**src/hw/rtl/cbpa_pkg.sv**
```systemverilog
`timescale 1ns / 1ps
// ----------------------------------------------------------------------------
// CPU busy percent averager package
// Field widths, command and result beats, and the back end state encoding.
// ----------------------------------------------------------------------------
package cbpa_pkg;

    localparam int CNT_W   = 63;   // cumulative tick counters
    localparam int TIME_W  = 32;   // millisecond time stamp
    localparam int CFG_W   = 16;   // minimum interval register
    localparam int DELTA_W = 64;   // signed counter delta
    localparam int SUM_W   = 65;   // user + kernel delta
    localparam int NUM_W   = 66;   // user + kernel - idle delta
    localparam int MAG_W   = 64;   // magnitudes once below the denominator
    localparam int PCT_W   = 7;    // percent value
    localparam int QBITS   = 7;    // quotient bits of the percent divide
    localparam int PROD_W  = MAG_W + QBITS;   // 100 * numerator

    localparam logic [CFG_W-1:0] MIN_INTERVAL_RST = 16'd200;
    localparam logic [PCT_W-1:0] PCT_FULL         = 7'd100;

    typedef enum logic [1:0] {
        CMD_REPEAT,
        CMD_BASELINE,
        CMD_COMPUTE
    } cmd_kind_t;

    typedef struct packed {
        cmd_kind_t            kind;
        logic                 first;
        logic [DELTA_W-1:0]   du;
        logic [DELTA_W-1:0]   dk;
        logic [DELTA_W-1:0]   di;
    } cmd_t;

    typedef struct packed {
        logic [PCT_W-1:0] usage;
        logic             updated;
    } result_t;

    typedef enum logic [3:0] {
        BK_IDLE,
        BK_SUM,
        BK_NUM,
        BK_ABS,
        BK_CLASS,
        BK_MUL1,
        BK_MUL2,
        BK_DIV,
        BK_STORE,
        BK_ACC,
        BK_AVG,
        BK_EMIT
    } back_state_t;

endpackage

```
**src/hw/rtl/cbpa_fifo.sv**
```systemverilog
`timescale 1ns / 1ps
// ----------------------------------------------------------------------------
// Small synchronous queue
// Register based first-in first-out buffer with full and empty flags.
// ----------------------------------------------------------------------------
module cbpa_fifo #(
    parameter int WIDTH = 8,
    parameter int DEPTH = 2
) (
    input  logic             clk,
    input  logic             rst_n,
    input  logic             wr_en,
    input  logic [WIDTH-1:0] wr_data,
    output logic             full,
    input  logic             rd_en,
    output logic [WIDTH-1:0] rd_data,
    output logic             empty
);

    localparam int AW = (DEPTH > 1) ? $clog2(DEPTH) : 1;
    localparam int CW = $clog2(DEPTH + 1);

    logic [WIDTH-1:0] data_reg [DEPTH];
    logic [AW-1:0]    wr_ptr_reg;
    logic [AW-1:0]    rd_ptr_reg;
    logic [CW-1:0]    count_reg;
    logic             do_wr;
    logic             do_rd;

    assign full    = (count_reg == CW'(DEPTH));
    assign empty   = (count_reg == '0);
    assign do_wr   = wr_en && !full;
    assign do_rd   = rd_en && !empty;
    assign rd_data = data_reg[rd_ptr_reg];

    always_ff @(posedge clk)
    begin
        if (do_wr)
        begin
            data_reg[wr_ptr_reg] <= wr_data;
        end
    end

    always_ff @(posedge clk or negedge rst_n)
    begin
        if (!rst_n)
        begin
            wr_ptr_reg <= '0;
            rd_ptr_reg <= '0;
            count_reg  <= '0;
        end
        else
        begin
            if (do_wr)
            begin
                wr_ptr_reg <= (wr_ptr_reg == AW'(DEPTH - 1)) ? '0 : wr_ptr_reg + 1'b1;
            end
            if (do_rd)
            begin
                rd_ptr_reg <= (rd_ptr_reg == AW'(DEPTH - 1)) ? '0 : rd_ptr_reg + 1'b1;
            end
            if (do_wr && !do_rd)
            begin
                count_reg <= count_reg + 1'b1;
            end
            else if (do_rd && !do_wr)
            begin
                count_reg <= count_reg - 1'b1;
            end
        end
    end

endmodule

```
**src/hw/rtl/cbpa_front.sv**
```systemverilog
`timescale 1ns / 1ps
// ----------------------------------------------------------------------------
// Busy averager front end
// Holds the interval register, decides whether a sample is taken, keeps the
// counter baselines and hands signed counter deltas to the back end.
// ----------------------------------------------------------------------------
module cbpa_front (
    input  logic                        clk,
    input  logic                        rst_n,
    input  logic                        cfg_valid,
    output logic                        cfg_ready,
    input  logic [cbpa_pkg::CFG_W-1:0]  cfg_data,
    input  logic                        push,
    input  logic                        cmd_full,
    input  logic [cbpa_pkg::CNT_W-1:0]  idle_ticks,
    input  logic [cbpa_pkg::CNT_W-1:0]  kernel_ticks,
    input  logic [cbpa_pkg::CNT_W-1:0]  user_ticks,
    input  logic [cbpa_pkg::TIME_W-1:0] now_ms,
    output logic                        cmd_push,
    output cbpa_pkg::cmd_t              cmd
);

    logic [cbpa_pkg::CFG_W-1:0]  min_interval_reg;
    logic                        first_reg;
    logic                        baseline_reg;
    logic [cbpa_pkg::TIME_W-1:0] mark_reg;
    logic [cbpa_pkg::CNT_W-1:0]  prev_idle_reg;
    logic [cbpa_pkg::CNT_W-1:0]  prev_kernel_reg;
    logic [cbpa_pkg::CNT_W-1:0]  prev_user_reg;
    logic [cbpa_pkg::TIME_W-1:0] elapsed;
    logic                        taken;

    assign cfg_ready = 1'b1;
    assign cmd_push  = push && !cmd_full;

    // The elapsed time wraps with the time stamp.
    assign elapsed = now_ms - mark_reg;
    assign taken   = elapsed > cbpa_pkg::TIME_W'(min_interval_reg);

    always_comb
    begin
        cmd.first = first_reg;
        if (!taken)
        begin
            cmd.kind = cbpa_pkg::CMD_REPEAT;
        end
        else if (!baseline_reg)
        begin
            cmd.kind = cbpa_pkg::CMD_BASELINE;
        end
        else
        begin
            cmd.kind = cbpa_pkg::CMD_COMPUTE;
        end
        cmd.du = {1'b0, user_ticks} - {1'b0, prev_user_reg};
        cmd.dk = {1'b0, kernel_ticks} - {1'b0, prev_kernel_reg};
        cmd.di = {1'b0, idle_ticks} - {1'b0, prev_idle_reg};
    end

    always_ff @(posedge clk or negedge rst_n)
    begin
        if (!rst_n)
        begin
            min_interval_reg <= cbpa_pkg::MIN_INTERVAL_RST;
            first_reg        <= 1'b1;
            baseline_reg     <= 1'b0;
            mark_reg         <= '0;
        end
        else
        begin
            if (cfg_valid && cfg_ready)
            begin
                min_interval_reg <= cfg_data;
            end
            if (cmd_push)
            begin
                first_reg <= 1'b0;
                if (taken)
                begin
                    baseline_reg <= 1'b1;
                    mark_reg     <= now_ms;
                end
            end
        end
    end

    // Baselines are only read once the first sample has been taken.
    always_ff @(posedge clk)
    begin
        if (cmd_push && taken)
        begin
            prev_idle_reg   <= idle_ticks;
            prev_kernel_reg <= kernel_ticks;
            prev_user_reg   <= user_ticks;
        end
    end

endmodule

```
**src/hw/rtl/cbpa_back.sv**
```systemverilog
`timescale 1ns / 1ps
// ----------------------------------------------------------------------------
// Busy averager back end
// Turns counter deltas into a busy percent with a bit-serial divide, keeps
// the ring of recent percents and averages it with a second serial divide.
// ----------------------------------------------------------------------------
module cbpa_back #(
    parameter int WINDOW = 5
) (
    input  logic             clk,
    input  logic             rst_n,
    input  logic             cmd_empty,
    input  cbpa_pkg::cmd_t   cmd_in,
    output logic             cmd_pop,
    input  logic             res_full,
    output logic             res_push,
    output cbpa_pkg::result_t res_out
);

    localparam int PTR_W     = (WINDOW > 1) ? $clog2(WINDOW) : 1;
    localparam int FILL_W    = $clog2(WINDOW + 1);
    localparam int TOT_W     = $clog2(100 * WINDOW + 1);
    localparam int AVG_CNT_W = $clog2(TOT_W);

    cbpa_pkg::back_state_t state_reg;
    cbpa_pkg::back_state_t state_next;

    cbpa_pkg::cmd_t                 cmd_reg;
    logic signed [cbpa_pkg::SUM_W-1:0] sum_reg;
    logic signed [cbpa_pkg::NUM_W-1:0] num_reg;
    logic [cbpa_pkg::NUM_W-1:0]     an_reg;
    logic [cbpa_pkg::SUM_W-1:0]     ad_reg;
    logic                           trivial_reg;
    logic [cbpa_pkg::PROD_W-1:0]    rem_reg;
    logic [cbpa_pkg::PROD_W-1:0]    dsh_reg;
    logic [2:0]                     div_cnt_reg;
    logic [cbpa_pkg::PCT_W-1:0]     pct_reg;
    logic [cbpa_pkg::PCT_W-1:0]     ring_reg [WINDOW];
    logic [PTR_W-1:0]               ptr_reg;
    logic [FILL_W-1:0]              fill_reg;
    logic [PTR_W-1:0]               idx_reg;
    logic [TOT_W-1:0]               tot_reg;
    logic [FILL_W-1:0]              arem_reg;
    logic [AVG_CNT_W-1:0]           avg_cnt_reg;
    logic [cbpa_pkg::PCT_W-1:0]     last_usage_reg;

    logic                           div_ge;
    logic                           acc_done;
    logic [FILL_W:0]                avg_trial;
    logic                           avg_ge;
    logic                           avg_done;
    logic                           saturate;

    assign div_ge    = rem_reg >= dsh_reg;
    assign acc_done  = (FILL_W'(idx_reg) + FILL_W'(1)) == fill_reg;
    assign avg_trial = {arem_reg, tot_reg[TOT_W-1]};
    assign avg_ge    = avg_trial >= {1'b0, fill_reg};
    assign avg_done  = avg_cnt_reg == AVG_CNT_W'(TOT_W - 1);
    assign saturate  = an_reg >= {1'b0, ad_reg};

    // Next state
    always_comb
    begin
        state_next = state_reg;
        case (state_reg)
            cbpa_pkg::BK_IDLE:
            begin
                if (cmd_pop)
                begin
                    state_next = (cmd_in.kind == cbpa_pkg::CMD_COMPUTE) ?
                                 cbpa_pkg::BK_SUM : cbpa_pkg::BK_EMIT;
                end
            end
            cbpa_pkg::BK_SUM:   state_next = cbpa_pkg::BK_NUM;
            cbpa_pkg::BK_NUM:   state_next = cbpa_pkg::BK_ABS;
            cbpa_pkg::BK_ABS:   state_next = cbpa_pkg::BK_CLASS;
            cbpa_pkg::BK_CLASS:
            begin
                state_next = (trivial_reg || saturate) ?
                             cbpa_pkg::BK_STORE : cbpa_pkg::BK_MUL1;
            end
            cbpa_pkg::BK_MUL1:  state_next = cbpa_pkg::BK_MUL2;
            cbpa_pkg::BK_MUL2:  state_next = cbpa_pkg::BK_DIV;
            cbpa_pkg::BK_DIV:
            begin
                if (div_cnt_reg == '0)
                begin
                    state_next = cbpa_pkg::BK_STORE;
                end
            end
            cbpa_pkg::BK_STORE: state_next = cbpa_pkg::BK_ACC;
            cbpa_pkg::BK_ACC:
            begin
                if (acc_done)
                begin
                    state_next = cbpa_pkg::BK_AVG;
                end
            end
            cbpa_pkg::BK_AVG:
            begin
                if (avg_done)
                begin
                    state_next = cbpa_pkg::BK_EMIT;
                end
            end
            cbpa_pkg::BK_EMIT:  state_next = cbpa_pkg::BK_IDLE;
            default:            state_next = cbpa_pkg::BK_IDLE;
        endcase
    end

    // Outputs
    always_comb
    begin
        cmd_pop  = (state_reg == cbpa_pkg::BK_IDLE) && !cmd_empty && !res_full;
        res_push = (state_reg == cbpa_pkg::BK_EMIT);
        res_out.updated = (cmd_reg.kind != cbpa_pkg::CMD_REPEAT);
        if (cmd_reg.first)
        begin
            res_out.usage = '0;
        end
        else if (cmd_reg.kind == cbpa_pkg::CMD_COMPUTE)
        begin
            res_out.usage = tot_reg[cbpa_pkg::PCT_W-1:0];
        end
        else
        begin
            res_out.usage = last_usage_reg;
        end
    end

    always_ff @(posedge clk or negedge rst_n)
    begin
        if (!rst_n)
        begin
            state_reg      <= cbpa_pkg::BK_IDLE;
            ptr_reg        <= '0;
            fill_reg       <= '0;
            last_usage_reg <= '0;
        end
        else
        begin
            state_reg <= state_next;
            if (cmd_pop && (cmd_in.kind == cbpa_pkg::CMD_BASELINE))
            begin
                last_usage_reg <= '0;
            end
            if (state_reg == cbpa_pkg::BK_STORE)
            begin
                ptr_reg <= (ptr_reg == PTR_W'(WINDOW - 1)) ? '0 : ptr_reg + 1'b1;
                if (fill_reg != FILL_W'(WINDOW))
                begin
                    fill_reg <= fill_reg + 1'b1;
                end
            end
            if ((state_reg == cbpa_pkg::BK_EMIT) && (cmd_reg.kind == cbpa_pkg::CMD_COMPUTE))
            begin
                last_usage_reg <= tot_reg[cbpa_pkg::PCT_W-1:0];
            end
        end
    end

    // Datapath. The percent divide forms 100 * |num| and then takes seven
    // quotient bits against |den| shifted down one place per cycle.
    always_ff @(posedge clk)
    begin
        case (state_reg)
            cbpa_pkg::BK_IDLE:
            begin
                if (cmd_pop)
                begin
                    cmd_reg <= cmd_in;
                end
            end
            cbpa_pkg::BK_SUM:
            begin
                sum_reg <= $signed({cmd_reg.du[cbpa_pkg::DELTA_W-1], cmd_reg.du})
                         + $signed({cmd_reg.dk[cbpa_pkg::DELTA_W-1], cmd_reg.dk});
            end
            cbpa_pkg::BK_NUM:
            begin
                num_reg <= $signed({sum_reg[cbpa_pkg::SUM_W-1], sum_reg})
                         - $signed({{2{cmd_reg.di[cbpa_pkg::DELTA_W-1]}}, cmd_reg.di});
            end
            cbpa_pkg::BK_ABS:
            begin
                an_reg <= num_reg[cbpa_pkg::NUM_W-1] ?
                          cbpa_pkg::NUM_W'(-num_reg) : cbpa_pkg::NUM_W'(num_reg);
                ad_reg <= sum_reg[cbpa_pkg::SUM_W-1] ?
                          cbpa_pkg::SUM_W'(-sum_reg) : cbpa_pkg::SUM_W'(sum_reg);
                trivial_reg <= (sum_reg == '0) || (num_reg == '0)
                            || (num_reg[cbpa_pkg::NUM_W-1] != sum_reg[cbpa_pkg::SUM_W-1]);
            end
            cbpa_pkg::BK_CLASS:
            begin
                pct_reg <= trivial_reg ? '0 : (saturate ? cbpa_pkg::PCT_FULL : '0);
            end
            cbpa_pkg::BK_MUL1:
            begin
                // Numerator is below the denominator here, so both fit in 64 bits.
                rem_reg <= {1'b0, an_reg[cbpa_pkg::MAG_W-1:0], 6'b0}
                         + {2'b0, an_reg[cbpa_pkg::MAG_W-1:0], 5'b0};
                dsh_reg <= {1'b0, ad_reg[cbpa_pkg::MAG_W-1:0], 6'b0};
                div_cnt_reg <= 3'(cbpa_pkg::QBITS - 1);
                pct_reg <= '0;
            end
            cbpa_pkg::BK_MUL2:
            begin
                rem_reg <= rem_reg + {5'b0, an_reg[cbpa_pkg::MAG_W-1:0], 2'b0};
            end
            cbpa_pkg::BK_DIV:
            begin
                if (div_ge)
                begin
                    rem_reg <= rem_reg - dsh_reg;
                end
                dsh_reg     <= dsh_reg >> 1;
                pct_reg     <= {pct_reg[cbpa_pkg::PCT_W-2:0], div_ge};
                div_cnt_reg <= div_cnt_reg - 1'b1;
            end
            cbpa_pkg::BK_STORE:
            begin
                ring_reg[ptr_reg] <= pct_reg;
                tot_reg     <= '0;
                idx_reg     <= '0;
                arem_reg    <= '0;
                avg_cnt_reg <= '0;
            end
            cbpa_pkg::BK_ACC:
            begin
                tot_reg <= tot_reg + TOT_W'(ring_reg[idx_reg]);
                idx_reg <= idx_reg + 1'b1;
            end
            cbpa_pkg::BK_AVG:
            begin
                // Restoring divide of the total by the fill count; the
                // quotient shifts in where the dividend shifts out.
                arem_reg    <= avg_ge ? FILL_W'(avg_trial - {1'b0, fill_reg})
                                      : FILL_W'(avg_trial);
                tot_reg     <= {tot_reg[TOT_W-2:0], avg_ge};
                avg_cnt_reg <= avg_cnt_reg + 1'b1;
            end
            default:
            begin
            end
        endcase
    end

    a_pct_in_range: assert property (@(posedge clk) disable iff (!rst_n)
        (state_reg == cbpa_pkg::BK_STORE) |-> (pct_reg <= cbpa_pkg::PCT_FULL))
        else $error("busy percent above full scale");

    a_fill_bounded: assert property (@(posedge clk) disable iff (!rst_n)
        fill_reg <= FILL_W'(WINDOW))
        else $error("ring fill count beyond window");

    a_push_has_room: assert property (@(posedge clk) disable iff (!rst_n)
        res_push |-> !res_full)
        else $error("result beat pushed into a full queue");

    a_baseline_zero: assert property (@(posedge clk) disable iff (!rst_n)
        ((state_reg == cbpa_pkg::BK_EMIT) && (cmd_reg.kind == cbpa_pkg::CMD_BASELINE))
        |-> (last_usage_reg == '0))
        else $error("baseline sample did not clear the last usage");

endmodule

```
**src/hw/rtl/cpu_busy_percent_averager.sv**
```systemverilog
`timescale 1ns / 1ps
// ----------------------------------------------------------------------------
// CPU busy percent averager
// Averaged busy percentage from cumulative idle, kernel and user tick counters.
// ----------------------------------------------------------------------------
// Samples enter through a queue style port: a beat is taken when push is high
// and full is low. Each sample gives exactly one result beat, which waits on
// usage_percent and updated while empty is low and leaves when pop is high.
// The interval register is written through cfg_valid/cfg_ready/cfg_data and
// must only change while no sample is in flight.
// The front end decides at once whether a sample is taken and forwards the
// counter deltas through a two-entry command queue. The back end handles one
// sample at a time: a repeated or baseline sample goes straight to its result,
// while a computed one runs the seven-step percent divide, the ring summation
// and the serial divide of the total, skipping the multiply and the percent
// divide when the percent is plainly 0 or 100. Results are parked in a
// two-entry queue, so a stalled receiver only holds the back end once that
// queue is full, and full is then raised when the command queue fills behind
// it.
// Reset restores the interval to 200 ms and empties both queues and the ring.
// ----------------------------------------------------------------------------
module cpu_busy_percent_averager #(
    parameter int WINDOW = 5
) (
    input  logic                        clk,
    input  logic                        rst_n,
    input  logic                        cfg_valid,
    output logic                        cfg_ready,
    input  logic [cbpa_pkg::CFG_W-1:0]  cfg_data,
    input  logic                        push,
    output logic                        full,
    input  logic [cbpa_pkg::CNT_W-1:0]  idle_ticks,
    input  logic [cbpa_pkg::CNT_W-1:0]  kernel_ticks,
    input  logic [cbpa_pkg::CNT_W-1:0]  user_ticks,
    input  logic [cbpa_pkg::TIME_W-1:0] now_ms,
    output logic                        empty,
    input  logic                        pop,
    output logic [cbpa_pkg::PCT_W-1:0]  usage_percent,
    output logic                        updated
);

    cbpa_pkg::cmd_t    front_cmd;
    cbpa_pkg::cmd_t    back_cmd;
    cbpa_pkg::result_t back_res;
    cbpa_pkg::result_t out_res;
    logic              cmd_push;
    logic              cmd_full;
    logic              cmd_empty;
    logic              cmd_pop;
    logic              res_push;
    logic              res_full;

    assign full          = cmd_full;
    assign usage_percent = out_res.usage;
    assign updated       = out_res.updated;

    cbpa_front u_front (
        .clk          (clk),
        .rst_n        (rst_n),
        .cfg_valid    (cfg_valid),
        .cfg_ready    (cfg_ready),
        .cfg_data     (cfg_data),
        .push         (push),
        .cmd_full     (cmd_full),
        .idle_ticks   (idle_ticks),
        .kernel_ticks (kernel_ticks),
        .user_ticks   (user_ticks),
        .now_ms       (now_ms),
        .cmd_push     (cmd_push),
        .cmd          (front_cmd)
    );

    cbpa_fifo #(
        .WIDTH ($bits(cbpa_pkg::cmd_t)),
        .DEPTH (2)
    ) u_cmd_q (
        .clk     (clk),
        .rst_n   (rst_n),
        .wr_en   (cmd_push),
        .wr_data (front_cmd),
        .full    (cmd_full),
        .rd_en   (cmd_pop),
        .rd_data (back_cmd),
        .empty   (cmd_empty)
    );

    cbpa_back #(
        .WINDOW (WINDOW)
    ) u_back (
        .clk       (clk),
        .rst_n     (rst_n),
        .cmd_empty (cmd_empty),
        .cmd_in    (back_cmd),
        .cmd_pop   (cmd_pop),
        .res_full  (res_full),
        .res_push  (res_push),
        .res_out   (back_res)
    );

    cbpa_fifo #(
        .WIDTH ($bits(cbpa_pkg::result_t)),
        .DEPTH (2)
    ) u_res_q (
        .clk     (clk),
        .rst_n   (rst_n),
        .wr_en   (res_push),
        .wr_data (back_res),
        .full    (res_full),
        .rd_en   (pop),
        .rd_data (out_res),
        .empty   (empty)
    );

endmodule
```
**config.mk**
```make
export PLATFORM = sky130hd
export DESIGN_NAME = cpu_busy_percent_averager
export DESIGN_NICKNAME = d
export VERILOG_FILES = /design/src/hw/rtl/cbpa_pkg.sv /design/src/hw/rtl/cbpa_fifo.sv /design/src/hw/rtl/cbpa_front.sv /design/src/hw/rtl/cbpa_back.sv /design/src/hw/rtl/cpu_busy_percent_averager.sv
export SDC_FILE = /design/constraint.sdc
export NUM_CORES = 2
export LEC_CHECK = 0
export BUFFER_PORTS_ARGS = -buffer_cell sky130_fd_sc_hd__buf_4
export CORE_MARGIN = 3
export CORE_UTILIZATION = 40
export CTS_BUF_LIST = sky130_fd_sc_hd__clkbuf_8
export CTS_CLUSTER_SIZE = 14
export DETAILED_ROUTE_END_ITERATION = 6
export RECOVER_POWER = 100
export SETUP_SLACK_MARGIN = 0.05
export SYNTH_ARGS = -nofsm -noshare
export SYNTH_HDL_FRONTEND = slang
export SYNTH_SLANG_ARGS = --single-unit
```
**constraint.sdc**
```tcl
create_clock -name clk -period 30 [get_ports clk]
set_clock_uncertainty 0.15 [all_clocks]
set_input_delay 4.5 -clock clk [delete_from_list [all_inputs] [get_ports clk]]
set_output_delay 4.5 -clock clk [all_outputs]
set_load 0.02 [all_outputs]
```
=== Word level (Yosys, flattened, before mapping) ===
Memories as Yosys holds them, arrays and structs flattened. A register that Yosys moved wholly into a read port is not among the register bits.
Cells that the tools add are included.

* RAM bits: 441
* Flip-flop bits (word level): 893
* Latch bits: 0
* Memories kept: 3
* ROM bits: 0
* Output and inout port bits: 11

* Div/mod/pow operators: 0
* Bitwise logic cells: 0
* Multipliers: 0
* Reduce and logical (&&, ||, !) cells: 46
* $add $sub $neg: 26
* Order comparisons: 4
* Shifts and indexed selects: 0
* Muxes and demuxes: 43
* Equality and inequality tests: 26

{| class="wikitable"
|+ Memories
! memory !! depth !! width !! rd ports !! clocked after Yosys merged registers in !! wr ports !! RTL line !! text
|-
| u_cmd_q.data_reg || 2 || 195 || 1 || 0 || 1 || cbpa_fifo.sv:23 || <nowiki>logic [WIDTH-1:0] data_reg [DEPTH];</nowiki>
|-
| u_back.ring_reg || 5 || 7 || 1 || 1 || 1 || cbpa_back.sv:38 || <nowiki>logic [cbpa_pkg::PCT_W-1:0] ring_reg [WINDOW];</nowiki>
|-
| u_res_q.data_reg || 2 || 8 || 1 || 0 || 1 || cbpa_fifo.sv:23 ||
|}

{| class="wikitable"
|+ Operator list
! operator !! number
|-
| 71-bit one-hot mux with 3 select lines || 1
|-
| 63-bit by 63-bit subtractor with 64-bit output || 3
|-
| 71-bit one-hot mux with 2 select lines || 1
|-
| 70-bit by 69-bit adder with 71-bit output || 1
|-
| 71-bit by 66-bit adder with 71-bit output || 1
|-
| 71-bit >= comparator || 1
|-
| 71-bit 2-to-1 mux || 1
|-
| 71-bit subtractor || 1
|-
| 66-bit by 65-bit >= comparator with 1-bit output || 1
|-
| 66-bit zero test || 1
|-
| 66-bit negation || 1
|-
| 65-bit by 64-bit subtractor with 66-bit output || 1
|-
| 64-bit by 64-bit adder with 65-bit output || 1
|-
| 65-bit zero test || 1
|-
| 65-bit 2-to-1 mux || 1
|-
| 65-bit negation || 1
|-
| 64-bit 2-to-1 mux || 1
|-
| 4-bit one-hot mux with 11 select lines || 1
|-
| 7-bit 2-to-1 mux || 6
|-
| 32-bit by 16-bit > comparator with 1-bit output || 1
|-
| 32-bit subtractor || 1
|-
| 9-bit one-hot mux with 3 select lines || 1
|-
| 4-bit 2-to-1 mux || 6
|-
| 7-bit one-hot mux with 3 select lines || 1
|-
| 35 further kinds || 109
|}

=== Logic depth before layout (Yosys ltp) ===
* Depth after elaboration: 8
* Depth in mapped cells: 24
* Mapped depth without buffers: 23

=== By module ===
From an unflattened synthesis, not the netlist that was laid out.

* Cells, all modules: 7976
* Area, all modules: 84916.4 sq um

{| class="wikitable"
|+ Modules (own cells, without submodules)
! module !! instances !! area an instance (sq um) !! cells each
|-
| cbpa_back || 1 || 47712.0 || 4822
|-
| cbpa_front || 1 || 21576.9 || 2484
|-
| cbpa_fifo at u_cmd_q || 1 || 14845.5 || 626
|-
| cbpa_fifo at u_res_q || 1 || 782.0 || 44
|}

=== Worst setup path before layout ===
OpenSTA, ideal clock, no wires.

* Path type: register -> register
* From: reg u_back.state_reg[0]
* To: reg u_back.last_usage_reg[0] (netlist bit)
* Period minus slack after synthesis: 17.535 ns
* Cell stages (with the launch flop): 7
* Data required time: 29.704 ns
* Setup slack: 12.465 ns
* Arrival time: 17.239 ns
* Cell sequence: dfrtp_1 clkbuf_1 nor2_1 nand2_1 nor3_1 a31oi_1 a22o_1

* Word-level cells in the longest chain between the ends: 5
* Elaborated cells between the ends (all ways): 8
* Those cells by class: 1 x eq/ne; 1 x mux; 6 x reduce/logical

{| class="wikitable"
|+ Ends and longest elaborated chain
! element !! RTL line !! text
|-
| start: declaration || cbpa_back.sv:25 || <nowiki>cbpa_pkg::back_state_t state_reg;</nowiki>
|-
| start signal: assignment || cbpa_back.sv:135 || <nowiki>state_reg <= cbpa_pkg::BK_IDLE;</nowiki>
|-
| start signal: assignment || cbpa_back.sv:142 || <nowiki>state_reg <= state_next;</nowiki>
|-
| 4-bit zero test || cbpa_back.sv:114 || <nowiki>cmd_pop = (state_reg == cbpa_pkg::BK_IDLE) && !cmd_empty && !res_full;</nowiki>
|-
| 1-bit logical AND (2 in a row) || cbpa_back.sv:114 ||
|-
| 1-bit logical AND || cbpa_back.sv:143 || <nowiki>if (cmd_pop && (cmd_in.kind == cbpa_pkg::CMD_BASELINE))</nowiki>
|-
| 2-bit nonzero test (no source line) || - ||
|-
| end signal: assignment || cbpa_back.sv:157 || <nowiki>last_usage_reg <= tot_reg[cbpa_pkg::PCT_W-1:0];</nowiki>
|-
| end: declaration || cbpa_back.sv:45 || <nowiki>logic [cbpa_pkg::PCT_W-1:0] last_usage_reg;</nowiki>
|}

Several ways; a longest one is shown, not always the timed one.
A chain may end at the register's enable or synchronous reset.

=== Final worst setup path ===
* From: in now_ms[1] (netlist bit)
* To: reg u_front.prev_kernel_reg[51] (netlist bit) (enable)

* Word-level cells in the longest chain between the ends: 3

{| class="wikitable"
|+ Ends and longest elaborated chain
! element !! RTL line !! text
|-
| start: declaration || cpu_busy_percent_averager.sv:35 || <nowiki>input logic [cbpa_pkg::TIME_W-1:0] now_ms,</nowiki>
|-
| 32-bit subtractor || cbpa_front.sv:37 || <nowiki>assign elapsed = now_ms - mark_reg;</nowiki>
|-
| 32-bit by 16-bit > comparator with 1-bit output || cbpa_front.sv:38 || <nowiki>assign taken = elapsed > cbpa_pkg::TIME_W'(min_interval_reg);</nowiki>
|-
| 1-bit logical AND || cbpa_front.sv:90 || <nowiki>if (cmd_push && taken)</nowiki>
|-
| end signal: assignment || cbpa_front.sv:93 || <nowiki>prev_kernel_reg <= kernel_ticks;</nowiki>
|-
| end: declaration || cbpa_front.sv:28 || <nowiki>logic [cbpa_pkg::CNT_W-1:0] prev_kernel_reg;</nowiki>
|}

No other way between the ends.

==> flow_summary.ini <==
[critical_path]
cp_data_required_time_ns = 29.96
end_kind = flop
path_class = in2reg
regToRegStartpoint = u_front.mark_reg[1]$_DFFE_PN0P_
crit_chain = clkbuf_4 -> ha_1 -> nor2b_1 -> o21ai_0 -> a21boi_0 -> o21ai_0 -> a211oi_1 -> a22o_1 -> o21a_1 -> nor2_1 -> xnor2_1 -> ha_1 -> and3_1 -> a221oi_1 -> o21ai_0 -> a31oi_1 -> o2111ai_1 -> nor4_1 -> nand4_1 -> o31ai_4 -> clkbuf_1 -> clkinvlp_2 -> clkbuf_1
crit_path_start_kind = input port
cp_top_family = buffers and inverters
max_stage_delay_ns = 3.05
critPathMostFrequentCell = o21ai_0
crit_fanout = 71
crit_start = now_ms[1]
cp_slowest_cell = clkinvlp_2
critPathBufInv = 4
cp.arrival_ns = 15.43

[synthesis]
async_flop_share_pct = 5.614
yosys.area.top_type = edfxtp_1
synth_seq_cells = 1336
syn_inst = 7648
yosysWarnings = 0
yosys-top-cells-area = edfxtp_1 46%, ha_1 9.9%, xnor2_1 4.9%
syn-num-nets = 8554
synth_edf_count = 1258
ys.flop_type = edfxtp_1
synth_area_sq_mm = 0.08225
syn_avg_cell_area_sq_um = 10.75
seq_area_frac_synth_pct = 48.29
synth_top_area_share_pct = 45.93
synth_cell_types = 85

[outcome]
violations = capacitance limit, slew limit
status = complete, but fails checks

[clock_tree]
cts_tree = built
postCtsSetupBuffers = 0
clockRootBuffer = clkbuf_8
cts_made_buffers = 227
cts_max_level = 4
clkTransAtPathRegs_ns = 0.06
clock_sinks = 1336
cts_resized = 0
clockBufferDepth = 3
hold_buffers = 0
clock_latency_ns = 0.98

[routing]
wl_microns = 206700
ant_nets = 0
routedWlPerCell_microns = 19.15
dr.pass1.iters = 6
drt_iter0_drc = 3373
vias = 58370
vias_per_cell = 5.408
drc = 0

[grt]
grt_usage_pct = 19.16
grt_pass1_vias = 57970
grt_max_degree = 129
antenna_found_initial = 10
grt_pass1_wl_microns = 320900
grt_remaining_overflow = 0

[die]
coreArea_sq_mm = 0.2034
die_area_sq_mm = 0.2111
start_util_pct = 40.45
io_pins = 253
row_count = 165
die_h_microns = 459.5
die_x_microns = 459.5

[placement]
port-buffer-count = 251
dpl_cell_area_sq_mm = 0.08700
routabilityCongestion = 0.9309
dpl.hpwl_microns = 158600

[min_path]
hp-start = u_res_q.wr_ptr_reg$_DFFE_PN0P_
hold_path.class = reg2reg

[finish]
syn_to_final_growth_pct = 10.31
nets = 8830
largest_reg_flops = 390
drive_above_1_share_pct = 7.542
final_area_sq_mm = 0.09073

[sta]
hold_ws_ns = 0.3433
final-max-slew-violation-count = 1867
max_freq_ghz = 0.06465
finalHoldViolations = 0
slew_headroom_pct = -435.9
min_period_ns = 15.47
timing.final.crit_share_pct = 51.56
rsz0062_at_grt = no
tightestPinTransition_ns = 8.038
final-setup-viol-count = 0
tns_ns = 0

[pwr]
power_w = 0.008927
power_density_mw_per_mm2 = 98.38
leakagePower_nw = 36.29
ir_drop_mv = 0.05495

[flow_run]
max-cap-violations = 36
[worst reg2reg max path, stage by stage, from the launching register on]
cell and delay [ns]:
dfrtp_1 0.39, inv_1 0.08, ha_1 0.22, nor2b_1 0.12
o21ai_0 0.23, a21boi_0 0.16, o21ai_0 0.31, a211oi_1 0.18
a22o_1 0.34, o21a_1 0.20, nor2_1 0.11, xnor2_1 0.15
ha_1 0.28, and3_1 0.20, a221oi_1 0.30, o21ai_0 0.11
a31oi_1 0.22, o2111ai_1 0.18, nor4_1 0.28, nand4_1 0.22
o31ai_4 0.25, clkbuf_1 1.51, clkinvlp_2 3.06, clkbuf_1 2.08
[placed cells by master (no fill, tap or decap), drive strengths merged, types with 82 or more instances in the layout]
master,count
a21o,404
a21oi,589
clkbuf,466
clkinv,93
edfxtp,1258
ha,653
inv,681
mux2,241
nand2,516
nand3,122
nand4,124
nor2,372
nor2b,82
nor3,84
o21ai,508
o21bai,100
xnor2,458
xor2,188
[per-layer routing]
layer  GRT usage (%)  part of all wire, %  vias up
met4           8.380                  4.2        6
met3           2.972                  4.7      345
met1           25.92                   46    27690
met5               0                0.018        -
li1                -                    -    28980
met2           30.43                   45     1355
[cell usage after synthesis, types with 12 or more instances]
| cell type | count |
|---|---|
| or3_1 | 52 |
| a221o_1 | 12 |
| and3_1 | 62 |
| o22ai_1 | 15 |
| o211ai_1 | 36 |
| mux2i_1 | 14 |
| o21bai_1 | 100 |
| nand2_1 | 516 |
| a31oi_1 | 73 |
| nor4_1 | 27 |
| a22o_1 | 13 |
| nand2b_1 | 77 |
| nor2b_1 | 82 |
| o21ai_0 | 506 |
| mux2_2 | 241 |
| a221oi_1 | 28 |
| nand3_1 | 122 |
| a211oi_1 | 44 |
| nor3_1 | 84 |
| and4_1 | 18 |
| a211o_1 | 25 |
| inv_1 | 620 |
| clkbuf_1 | 232 |
| nand4_1 | 124 |
| nor2_1 | 372 |
| dfrtp_1 | 71 |
| and2_1 | 49 |
| o21a_1 | 76 |
| o221ai_1 | 18 |
| a22oi_1 | 44 |
| xor2_1 | 188 |
| a2111oi_0 | 12 |
| a21boi_0 | 25 |
| a41oi_1 | 17 |
| o31ai_1 | 69 |
| ha_1 | 653 |
| or2_2 | 23 |
| edfxtp_1 | 1258 |
| a21oi_1 | 589 |
| a21o_1 | 404 |
| xnor2_1 | 458 |
| or4_1 | 21 |
| o41ai_1 | 19 |
[report_power, final]
group | switching [W] | total, W | internal, W | leakage (nW)
Combinational | 0.00238 | 0.00398 | 0.00160 | 21.1
Sequential | 0.000294 | 0.00323 | 0.00294 | 12.5
Clock | 0.000776 | 0.00171 | 0.000935 | 2.60
[per-stage QoR]
stage               cells  utilization (%)  worst slack (ns)
finish              10790            44.62             14.53
global route        10790            44.61             13.47
CTS                 10790            45.11             20.41
detailed placement  10370            42.78             19.35
global placement    10370            42.78             19.29
floorplan            7648                -             12.46
[final timing paths]
path / slack, ns / cells past startpoint / endpoint
worst min register to register: 0.34 / 1 / u_res_q.wr_ptr_reg$_DFFE_PN0P_
worst min-delay path: 0.34 / 1 / u_res_q.wr_ptr_reg$_DFFE_PN0P_
min in group asynchronous: 4.95 / 1 / u_front.mark_reg[11]$_DFFE_PN0P_
worst max-delay path: 14.53 / 23 / u_front.prev_kernel_reg[51]$_DFFE_PP_
max in group asynchronous: 22.29 / 1 / u_back.fill_reg[0]$_DFFE_PN0P_
worst max register to register: 17.78 / 23 / u_front.prev_kernel_reg[51]$_DFFE_PP_
[cell families after synthesis]
family | count (synthesis) | synth area share, %
compound gates | 2213 | 17.19
simple gates | 1663 | 9.833
flops | 1336 | 48.29
buf+inv | 863 | 3.944
fa+ha+maj | 664 | 10.20
xor+xnor | 646 | 6.879
mux | 262 | 3.661
other cells | 1 | 0.004559
[cell type report]
type,instances,area (sq um)
timing repair buffer,290,1325
multi-input combinational,5449,39270
clock inverter,191,1587
inverter,620,2328
antenna,6,15.01
tap,2672,3343
clock buffer,229,3152
sequential,1336,39720
fill,19130,112600
No activity file was read; power rests on OpenSTA's default activity.
